[src/hdl/kmlc_div.sv]
// Restoring divider, one quotient bit per cycle.
`timescale 1ns / 1ps
`default_nettype none
module kmlc_div #(
  parameter int NW = 37,
  parameter int DW = 20
) (
  input  wire logic clk,
  input  wire logic rst_n,
  input  wire logic start,
  input  wire logic [NW-1:0] num,
  input  wire logic [DW-1:0] den,
  output logic done,
  output logic [NW-1:0] quo
);
  localparam int CW = $clog2(NW + 1);
  logic [DW:0] rem_r, trial, diff;
  logic [NW-1:0] quo_r;
  logic [CW-1:0] cnt_r;
  logic run_r, done_r, ge;

  always_comb begin
    trial = {rem_r[DW-1:0], quo_r[NW-1]};
    diff  = trial - {1'b0, den};
    ge    = (trial >= {1'b0, den});
  end

  always_ff @(posedge clk) begin
    if (!rst_n) begin
      run_r  <= 1'b0;
      done_r <= 1'b0;
      cnt_r  <= '0;
    end else begin
      // done pulses in the cycle after the last quotient bit
      done_r <= !start && run_r && (cnt_r == CW'(NW - 1));
      if (start) begin
        run_r <= 1'b1;
        cnt_r <= '0;
      end else if (run_r) begin
        cnt_r <= cnt_r + 1'b1;
        if (cnt_r == CW'(NW - 1)) begin
          run_r <= 1'b0;
        end
      end
    end
    if (start) begin
      rem_r <= '0;
      quo_r <= num;
    end else if (run_r) begin
      rem_r <= ge ? diff : trial;
      quo_r <= {quo_r[NW-2:0], ge};
    end
  end

  assign done = done_r;
  assign quo  = quo_r;
endmodule
`default_nettype wire

[config.mk]
export PLATFORM = sky130hd
export DESIGN_NAME = kmlc_div
export DESIGN_NICKNAME = d
export VERILOG_FILES = /design/src/hdl/kmlc_div.sv
export SDC_FILE = /design/constraint.sdc
export NUM_CORES = 1
export LEC_CHECK = 0
export BUFFER_PORTS_ARGS = -buffer_cell sky130_fd_sc_hd__clkbuf_2
export CORE_ASPECT_RATIO = 0.5
export CORE_MARGIN = 1
export CORE_UTILIZATION = 38
export DETAILED_ROUTE_END_ITERATION = 7
export SETUP_SLACK_MARGIN = 0.05
export SLEW_MARGIN = 20
export SYNTH_ARGS = -nofsm -noshare
export SYNTH_HDL_FRONTEND = slang
export SYNTH_SLANG_ARGS = --single-unit
[constraint.sdc]
create_clock -name clk -period 2.43 [get_ports clk]
set_input_delay 0.486 -clock clk [delete_from_list [all_inputs] [get_ports clk]]
set_output_delay 0.486 -clock clk [all_outputs]
set_load 0.02 [all_outputs]
==> results of run 1 <==
## metal layers
layer	wire [um]	track usage (%)
met3	455	3.939
met4	42	4.696
met5	0	0
met1	5057	24.79
met2	4578	32.29
## cell families (layout without fill, tap and decap cells)
family / Yosys count / after routing
flip-flops: 65 / 65
XOR/XNOR: 12 / 12
adder cells (fa/ha/maj): 23 / 23
buffers and inverters: 51 / 217
AO/OA/AOI/OAI: 91 / 91
AND/OR/NAND/NOR: 114 / 114
multiplexers: 40 / 40
## state kept, by name, summed over array words and instances, names as in the netlist
signal	cells
rem_r	20
cnt_r	6
done	1
quo	37
run_r	1
## cell type report
cell class,instances,area [um2],area share (%)
clock inverters,7,93.84,1.595
clock buffers,9,225.2,3.828
repair buffers,170,1059,17.99
flip-flops and latches,65,1678,28.52
well taps,140,175.2,2.977
multi-input cells,280,2514,42.73
inverters,31,138.9,2.361
## power breakdown
group | internal (mW) | switching (mW) | leakage [nW]
sequential | 1.27 | 0.0596 | 0.603
clock | 0.898 | 0.487 | 0.153
combinational | 0.433 | 0.445 | 1.73
total | 2.60 | 0.991 | 2.48
## worst min-delay path by stage
stage	start	end	slack, ns	cells after the start
after floorplan	cnt_r[5]$_SDFFE_PP0P_	done$_SDFF_PN0_	0.46	2
after global placement	cnt_r[5]$_SDFFE_PP0P_	cnt_r[5]$_SDFFE_PP0P_	0.48	2
after detailed placement	cnt_r[5]$_SDFFE_PP0P_	cnt_r[5]$_SDFFE_PP0P_	0.49	2
after CTS	rst_n	done$_SDFF_PN0_	0.39	3
after global routing	rst_n	done$_SDFF_PN0_	0.39	3
final	rst_n	done$_SDFF_PN0_	0.39	3
## timing repair
item,in CTS,in global routing
resized for setup,7,19
pin swaps,7,10
endpoints found under the setup margin,9,20
setup buffers,4,4
## cells in the final DEF, fill, tap and decap left out, drive strengths merged, types with 6 or more instances in the layout
cell type,count
nand4,6
a311oi,12
a21oi,16
xor2,7
nor2,30
o21a,9
clkbuf,106
nand2,35
edfxtp,37
o21ai,16
a21o,9
buf,73
nand3,9
mux2,36
dfxtp,28
inv,32
ha,22
nor2b,7
## worst max-delay path, stage by stage, from the launching register on
cell and delay [ns]:
edfxtp_1 0.41, inv_2 0.06, ha_4 0.16, fa_2 0.34, nor2b_2 0.15, o31a_1 0.16, o211ai_1 0.11, buf_4 0.17
a31o_4 0.22, nor4b_4 0.13, o41ai_2 0.35, a311oi_2 0.13
## stage by stage
stage               hold slack, ns  setup TNS, ns  util, %
finish                      0.3925        -0.2152    57.05
global route                0.3910        -0.9664    57.05
CTS                         0.3888       -0.08683    55.86
detailed placement          0.4869         -3.507    52.11
global placement            0.4765         -2.415    52.11
floorplan                   0.4566       -0.07669        -
==> flow_summary_export.csv, run 1 <==
group,metric,value,unit
finish,diodes,0,
yosys,synth_compound_area_share,18.19,%
yosys,synth_top_family_by_area,"compound AO/OA/AOI/OAI gates",
detailed_routing,drt.antenna.violating_nets,0,
grt,first_global_vias,3412,
yosys,synth_top_area_share,27.33,%
setup_path,reg2regPathDepth,11,
setup_path,cp-startpoint,"quo[36]$_DFFE_PP_",
floorplanning,core,10310,um2
yosys,yosys_warnings,0,
yosys,synth_cell_types,66,
finish,n_fill_cell,910,
place,hpwl,7709,um
run_status,violations,"setup timing",
timing,report.final.hold_viol_count,0,
detailed_routing,drt_iter0_markers,120,
yosys,synth_edf_count,37,
timing,rsz0062_at_grt,"yes",
grt,antenna_found_initial,0,
power,pwr_density_cell,610.6,nW/um2
yosys,syn-cell-area,4065,um2
yosys,synth_mux_area_share,10.96,%
setup_path,crit_path_end,"rem_r[12]$_SDFFE_PP0P_",
grt,gr-total-overflow,0,
setup_path,timing.rr.end,"rem_r[12]$_SDFFE_PP0P_",
finish,fin_cells,702,
yosys,synth_xor_area_share,2.585,%
finish,area_growth,44.72,%
detailed_routing,vias,3520,
power,leakage,2.485,nW
yosys,synth_most_common_cell,"edfxtp_1",
finish,drive_above_1_share,52.67,%
yosys,synthAdderAreaFrac,7.264,%
yosys,async_flop_share,0,%
yosys,synthCells,396,
place,dp_slack,-0.2934,ns
timing,finalSetupViolCount,4,
timing,period_needed,2.532,ns
cts,clk_pin_slew,0.06,ns
timing,slew_headroom,66.65,%
yosys,synth_top_cell_by_area,"edfxtp_1",
yosys,syn_avg_cell_area,10.27,um2
place,portBuffers,97,
timing,finalCritPeriodShare,104.2,%
timing,maxSlewViolCount,0,
cts,clk_path_buf_depth,2,
setup_path,timing.reg2reg.setup_slack,-0.10,ns
setup_path,worstSetupPathType,"reg2reg",
cts,cts_hold_buf,0,
min_path,hold_class,"in2reg",
detailed_routing,drt_wl_total,10130,um
timing,fin_ws,-0.1024,ns
floorplanning,die_w,148.3,um
grt,grt_max_degree,38,
cts,cts_root_buf,"clkbuf_16",
yosys,synth_fp_nets,479,
cts,cts_max_level,3,
yosys,synthTopCellsByCount,"edfxtp_1 (37), mux2_2 (36), nand2_1 (34)",
setup_path,rr_startpoint,"quo[36]$_DFFE_PP_",
floorplanning,die_h,75.14,um
detailed_routing,drt-wirelength-per-cell,14.44,um
finish,final_area,5883,um2
floorplanning,die-area,11140,um2
setup_path,cp-start-kind,"register",
setup_path,crit_required,2.62,ns
run,maxCapViolCount,0,
setup_path,path_max_fanout,3,
detailed_routing,post_drt_via_cell_ratio,5.014,
finish,num-nets-final,640,
power,vdd_ir_drop_max,0.0004089,V
place,dpl-instance-area,5374,um2
cts,cts_tree,"built",
timing,fin_skew,0.008383,ns
yosys,synth-main-ff-cell,"edfxtp_1",
place,dp.cells,679,
setup_path,end_kind,"register",
cts,clk_latency,0.32,ns
yosys,ys_top_cells_by_area,"edfxtp_1 (27%), dfxtp_1 (14%), mux2_2 (10%)",
floorplanning,rows,26,
run_status,outcome,"finished with violations",
floorplanning,num_io_pins,98,
detailed_routing,dr.pass1.iters,4,
cts,clkSinkCount,65,
timing,max_freq,394.9,MHz
yosys,yosys_register_bits,65,
yosys,synth-simple-area-share,14.19,%
floorplanning,start_util,39.42,%
timing,max_slew.worst_pin.slew,0.4995,ns
grt,grt_pass1_wl,16330,um
cts,cts_buffers,9,
power,total_power,3.593,mW
setup_path,cp.arrival,2.73,ns
grt,track_usage,18.88,%
yosys,ys_seq_area_share,41.12,%
place,routabilityCongestion,0.8749,
detailed_routing,drc,0,
No activity file was read; power rests on OpenSTA's default activity.
==> run 2: changes to the inputs <==
--- a/config.mk
+++ b/config.mk
@@ -10,6 +10,7 @@
 export CORE_MARGIN = 1
 export CORE_UTILIZATION = 38
 export DETAILED_ROUTE_END_ITERATION = 7
+export GPL_TIMING_DRIVEN = 0
 export SETUP_SLACK_MARGIN = 0.05
 export SLEW_MARGIN = 20
 export SYNTH_ARGS = -nofsm -noshare
==> run 2 against run 1 <==
  * The run still ends with setup timing left
  * Fmax grew 0.15%
  * Combinational power is 8.1% lower
  * Sequential power is essentially flat
  * Critical path depth down 1
  * Worst hold slack got worse by 0.0013 ns
  * Global-route usage decreased by 0.14 points
  * Worst setup slack better by 0.0039 ns
  * Wire length decreased by 0.40%
  * Final area is 5.4% lower
  * Cell count is 5.6% lower
  * First-iteration DRC count up 8.3%
  * Highest routed layer unchanged
==> flow_summary_export.csv, run 2 (synthesis gave the netlist of run 1 again) <==
group,metric,value,unit
setup_path,path_max_fanout,3,
grt,grt_pass1_wl,15980,um
run_status,outcome,"finished with violations",
finish,drive_above_1_share,47.61,%
place,hpwl,7453,um
setup_path,cp-startpoint,"quo[36]$_DFFE_PP_",
timing,report.final.hold_viol_count,0,
power,leakage,2.254,nW
setup_path,timing.rr.end,"rem_r[12]$_SDFFE_PP0P_",
detailed_routing,post_drt_via_cell_ratio,5.131,
floorplanning,core,10310,um2
floorplanning,die-area,11140,um2
place,dp_slack,-0.6540,ns
finish,layout_common_cells,"clkbuf_2 (96), edfxtp_1 (37), mux2_2 (36)",
floorplanning,start_util,39.42,%
setup_path,crit_path_end,"rem_r[12]$_SDFFE_PP0P_",
timing,fin_tns_setup,-0.2056,ns
place,portBuffers,96,
timing,finalSetupViolCount,4,
setup_path,end_kind,"register",
cts,clk_path_buf_depth,2,
setup_path,crit_required,2.59,ns
grt,track_usage,18.74,%
setup_path,reg2regPathDepth,10,
finish,n_fill_cell,965,
min_path,hold_class,"in2reg",
finish,area_growth,36.97,%
detailed_routing,drt.antenna.violating_nets,0,
grt,gr-total-overflow,0,
cts,cts_hold_buf,0,
setup_path,cp.arrival,2.69,ns
floorplanning,num_io_pins,98,
timing,maxSlewViolCount,0,
cts,clkSinkCount,65,
timing,fin_skew,0.008846,ns
timing,slew_headroom,43.38,%
timing,finalCritPeriodShare,104.1,%
detailed_routing,drt_wl_total,10090,um
floorplanning,die_h,75.14,um
cts,cts_tree,"built",
cts,clk_latency,0.33,ns
timing,fin_ws,-0.09853,ns
finish,final_common_cell,"clkbuf_2",
detailed_routing,dr.pass1.iters,4,
grt,grt_max_degree,38,
setup_path,worstSetupPathType,"reg2reg",
cts,cts_root_buf,"clkbuf_16",
run_status,violations,"setup timing",
setup_path,cp-start-kind,"register",
cts,cts_buffers,9,
grt,first_global_vias,3205,
detailed_routing,drt_iter0_markers,130,
grt,antenna_found_initial,0,
setup_path,rr_startpoint,"quo[36]$_DFFE_PP_",
timing,max_slew.worst_pin.slew,0.8492,ns
place,routabilityCongestion,0.8176,
finish,largest_reg_flops,37,
detailed_routing,vias,3402,
power,pwr_density_cell,634.2,nW/um2
detailed_routing,drt-wirelength-per-cell,15.22,um
timing,rsz0062_at_grt,"yes",
setup_path,timing.reg2reg.setup_slack,-0.1,ns
cts,cts_max_level,3,
detailed_routing,drc,0,
timing,max_freq,395.5,MHz
timing,period_needed,2.529,ns
floorplanning,die_w,148.3,um
finish,num-nets-final,601,
floorplanning,rows,26,
finish,diodes,0,
power,vdd_ir_drop_max,0.0002688,V
run,maxCapViolCount,0,
finish,final_util,53.99,%
cts,clk_pin_slew,0.06,ns
==> run 2: cell types whose count changed in the layout (fill, tap and decap cells not counted), moves of 2 or more <==
cell      delta
buf_6        +4
ha_4         -2
buf_4       -54
buf_1        +4
clkbuf_1     +9
a221oi_2     -2
==> run 2: stage by stage <==
| step | instances | area [um2] | hold slack [ns] | total power [mW] |
|---|---|---|---|---|
| 3_3_place_gp | 632 | 4974 | 0.4764 | 2.077 |
| 2_1_floorplan | 396 | 4318 | 0.4566 | 1.869 |
| 6_report | 663 | 5568 | 0.3912 | 3.531 |
| 3_5_place_dp | 632 | 4974 | 0.4825 | 2.083 |
| 4_1_cts | 655 | 5458 | 0.3822 | 3.537 |
| 5_1_grt | 663 | 5568 | 0.4073 | 3.692 |
==> run 2: critical path, cell delays in order, from the launching register on <==
cell	delay, ns
edfxtp_1	0.43
inv_2	0.10
ha_4	0.14
fa_2	0.22
nor2b_4	0.05
o31a_1	0.26
o211ai_1	0.36
a31o_2	0.24
a21oi_2	0.06
o41ai_2	0.37
a311oi_2	0.14
==> run 2: metal layers <==
| metal | routed length, um | global-route usage [%] |
|---|---|---|
| met5 | 0 | 0 |
| met4 | 73 | 4.696 |
| met3 | 544 | 3.576 |
| met2 | 4416 | 31.19 |
| met1 | 5059 | 25.44 |
==> run 2: power breakdown <==
part	leakage (nW)	switching [mW]	total [mW]	internal (mW)
sequential	0.604	0.0563	1.33	1.27
combinational	1.50	0.439	0.806	0.367
clock	0.149	0.495	1.40	0.902
total	2.25	0.991	3.53	2.54
==> run 2: cell type report <==
class / count / area [um2] / share of cell area, %
buffer: 19 / 132.6 / 2.382
clock buffer: 10 / 229.0 / 4.112
clock inverter: 6 / 92.59 / 1.663
inverter: 31 / 140.1 / 2.517
multi-input combinational: 280 / 2516 / 45.19
sequential: 65 / 1682 / 30.20
tap: 140 / 175.2 / 3.146
timing repair buffer: 112 / 600.6 / 10.79
==> run 2: worst min path at each step <==
stage	start	to	slack, ns	cells past startpoint
2_1_floorplan	cnt_r[5]$_SDFFE_PP0P_	done$_SDFF_PN0_	0.46	2
3_3_place_gp	cnt_r[5]$_SDFFE_PP0P_	cnt_r[5]$_SDFFE_PP0P_	0.48	2
3_5_place_dp	cnt_r[5]$_SDFFE_PP0P_	cnt_r[5]$_SDFFE_PP0P_	0.48	2
4_1_cts	rst_n	done$_SDFF_PN0_	0.38	3
5_1_grt	rst_n	run_r$_SDFF_PN0_	0.41	2
6_report	rst_n	done$_SDFF_PN0_	0.39	3
==> run 2: what timing repair did <==
action                                  in CTS  in global routing
hold endpoints to repair                     0                  0
setup buffers                                8                  8
pin swaps                                   18                 15
endpoints found under the setup margin      21                 57
resized for setup                           25                 14
==> run 3: changes to the inputs <==
--- a/config.mk
+++ b/config.mk
@@ -5,7 +5,7 @@
 export SDC_FILE = /design/constraint.sdc
 export NUM_CORES = 1
 export LEC_CHECK = 0
-export BUFFER_PORTS_ARGS = -buffer_cell sky130_fd_sc_hd__clkbuf_2
+export BUFFER_PORTS_ARGS = -buffer_cell sky130_fd_sc_hd__buf_2
 export CORE_ASPECT_RATIO = 0.5
 export CORE_MARGIN = 1
 export CORE_UTILIZATION = 38
==> run 3 against run 2 <==
  * The run still ends with setup timing left
  * Critical path depth unchanged
  * Flip-flop and latch count did not move
  * Wire length up 2.8%
  * Worst hold slack hardly changed
  * Sequential power about the same
  * Total power shrank 1.5%
  * Via count fell by 0.29%
  * Core utilization rose by 1.2 points
  * First-iteration DRC count rose by 4.6%
  * Largest cell class unchanged
  * Cell count grew 0.60%
  * Count of clock-buffer cells in the layout is 1 lower
==> flow_summary_export.csv, run 3 (synthesis gave the netlist of run 1 again) <==
group,metric,value,unit
floorplanning,die_h,75.14,um
setup_path,end_kind,"register",
timing,maxSlewViolCount,0,
run_status,outcome,"finished with violations",
finish,fin_cells,667,
floorplanning,num_io_pins,98,
timing,rsz0062_at_grt,"yes",
run_status,violations,"setup timing",
finish,diodes,0,
finish,area_growth,39.89,%
run,maxCapViolCount,0,
finish,num-nets-final,605,
grt,first_global_vias,3198,
power,leakage,2.281,nW
detailed_routing,drt_wl_total,10380,um
grt,track_usage,19.34,%
cts,cts_tree,"built",
detailed_routing,drc,0,
timing,max_slew.worst_pin.slew,0.8214,ns
timing,period_needed,2.542,ns
grt,antenna_found_initial,0,
min_path,hold_class,"in2reg",
timing,report.final.hold_viol_count,0,
cts,clk_path_buf_depth,2,
cts,cts_hold_buf,0,
detailed_routing,post_drt_via_cell_ratio,5.085,
timing,finalCritPeriodShare,104.6,%
detailed_routing,dr.pass1.iters,4,
floorplanning,die_w,148.3,um
cts,cts_buffers,9,
floorplanning,core,10310,um2
finish,layout_common_cells,"buf_2 (96), edfxtp_1 (37), mux2_2 (36)",
power,pwr_density_cell,611.7,nW/um2
detailed_routing,drt.antenna.violating_nets,0,
setup_path,worstSetupPathType,"reg2reg",
power,vdd_ir_drop_max,0.0003194,V
setup_path,cp.arrival,2.71,ns
finish,final_common_cell,"buf_2",
floorplanning,die-area,11140,um2
timing,fin_skew,0.006232,ns
cts,clk_latency,0.33,ns
place,dp.cells,632,
timing,finalSetupViolCount,4,
setup_path,cp-start-kind,"register",
setup_path,path_max_fanout,3,
timing,fin_ws,-0.1117,ns
finish,final_area,5687,um2
floorplanning,start_util,39.42,%
grt,gr-total-overflow,0,
setup_path,cp_cell_sequence,"inv_2 > ha_4 > fa_2 > nor2b_4 > o31a_1 > o211ai_1 > a31o_2 > a21oi_2 > o41ai_2 > a311oi_2",
setup_path,max_stage_delay,0.43,ns
detailed_routing,drt_iter0_markers,136,
floorplanning,rows,26,
grt,grt_pass1_wl,16220,um
timing,max_freq,393.4,MHz
place,routabilityCongestion,0.8148,
timing,fin_tns_setup,-0.2430,ns
place,portBuffers,96,
finish,drive_above_1_share,50.85,%
cts,cts_max_level,3,
finish,largest_reg_flops,37,
setup_path,worst_path_max_delay_cell,"edfxtp_1",
cts,clkSinkCount,65,
detailed_routing,vias,3392,
cts,cts_root_buf,"clkbuf_16",
setup_path,crit_required,2.60,ns
grt,grt_max_degree,38,
place,dpl-instance-area,4974,um2
detailed_routing,drt-wirelength-per-cell,15.56,um
cts,clk_pin_slew,0.06,ns
place,hpwl,7426,um
timing,slew_headroom,45.24,%
==> run 3: path summary, 6_finish.rpt <==
check	from	end	slack, ns	cells past startpoint
setup reg to reg	quo[36]$_DFFE_PP_	rem_r[12]$_SDFFE_PP0P_	-0.11	10
hold reg to reg	rem_r[2]$_SDFFE_PP0P_	rem_r[2]$_SDFFE_PP0P_	0.50	2
setup / recovery	quo[36]$_DFFE_PP_	rem_r[12]$_SDFFE_PP0P_	-0.11	10
hold / removal	rst_n	done$_SDFF_PN0_	0.39	3
==> run 3: per-stage QoR <==
step / setup WS [ns] / util (%) / hold slack (ns) / total power [mW]
6_report: -0.1117 / 55.14 / 0.3910 / 3.478
5_1_grt: -0.2080 / 55.14 / 0.4017 / 3.637
4_1_cts: -0.03850 / 52.77 / 0.3849 / 3.463
3_5_place_dp: -0.6217 / 48.23 / 0.4957 / 2.081
3_3_place_gp: -0.6294 / 48.23 / 0.4782 / 2.075
2_1_floorplan: -0.03370 / - / 0.4566 / 1.869
==> run 3: power breakdown <==
group | total (mW) | leakage (nW) | internal [mW] | switching (mW)
Combinational | 0.827 | 1.53 | 0.382 | 0.445
Clock | 1.32 | 0.150 | 0.804 | 0.520
Sequential | 1.33 | 0.605 | 1.27 | 0.0552
Total | 3.48 | 2.28 | 2.46 | 1.02
==> run 3: worst max-delay path, delay by kind of cell (launching register included) <==
family	cells	cell delay (ns)
DFF	1	0.43
AOI/OAI and AO/OA	6	1.45
adders and majority gates	2	0.36
buffers and inverters	1	0.09
and+or+nand+nor	1	0.05
==> run 3: per-layer routing <==
layer / wire (um) / vias to the layer above / GRT usage (%)
met2: 4632 / 104 / 31.51
met4: 87 / 0 / 5.269
met1: 5019 / 1571 / 26.38
met5: 0 / - / 0
li1: - / 1708 / -
met3: 637 / 9 / 4.061
==> run 3: layout make-up <==
type                    count  area, um2
repair buffers            117      671.9
clock buffers               9      225.2
clock inverters             7      78.83
inverters                  31      141.4
fillers                   917       4626
plain buffers              18      130.1
well taps                 140      175.2
multi-input cells         280       2579
flip-flops and latches     65       1685
==> run 3: timing repair <==
item,in CTS,in global routing
pin swaps,14,13
cloned,0,1
resized for setup,22,37
setup endpoints to repair,21,57
setup buffers,9,12
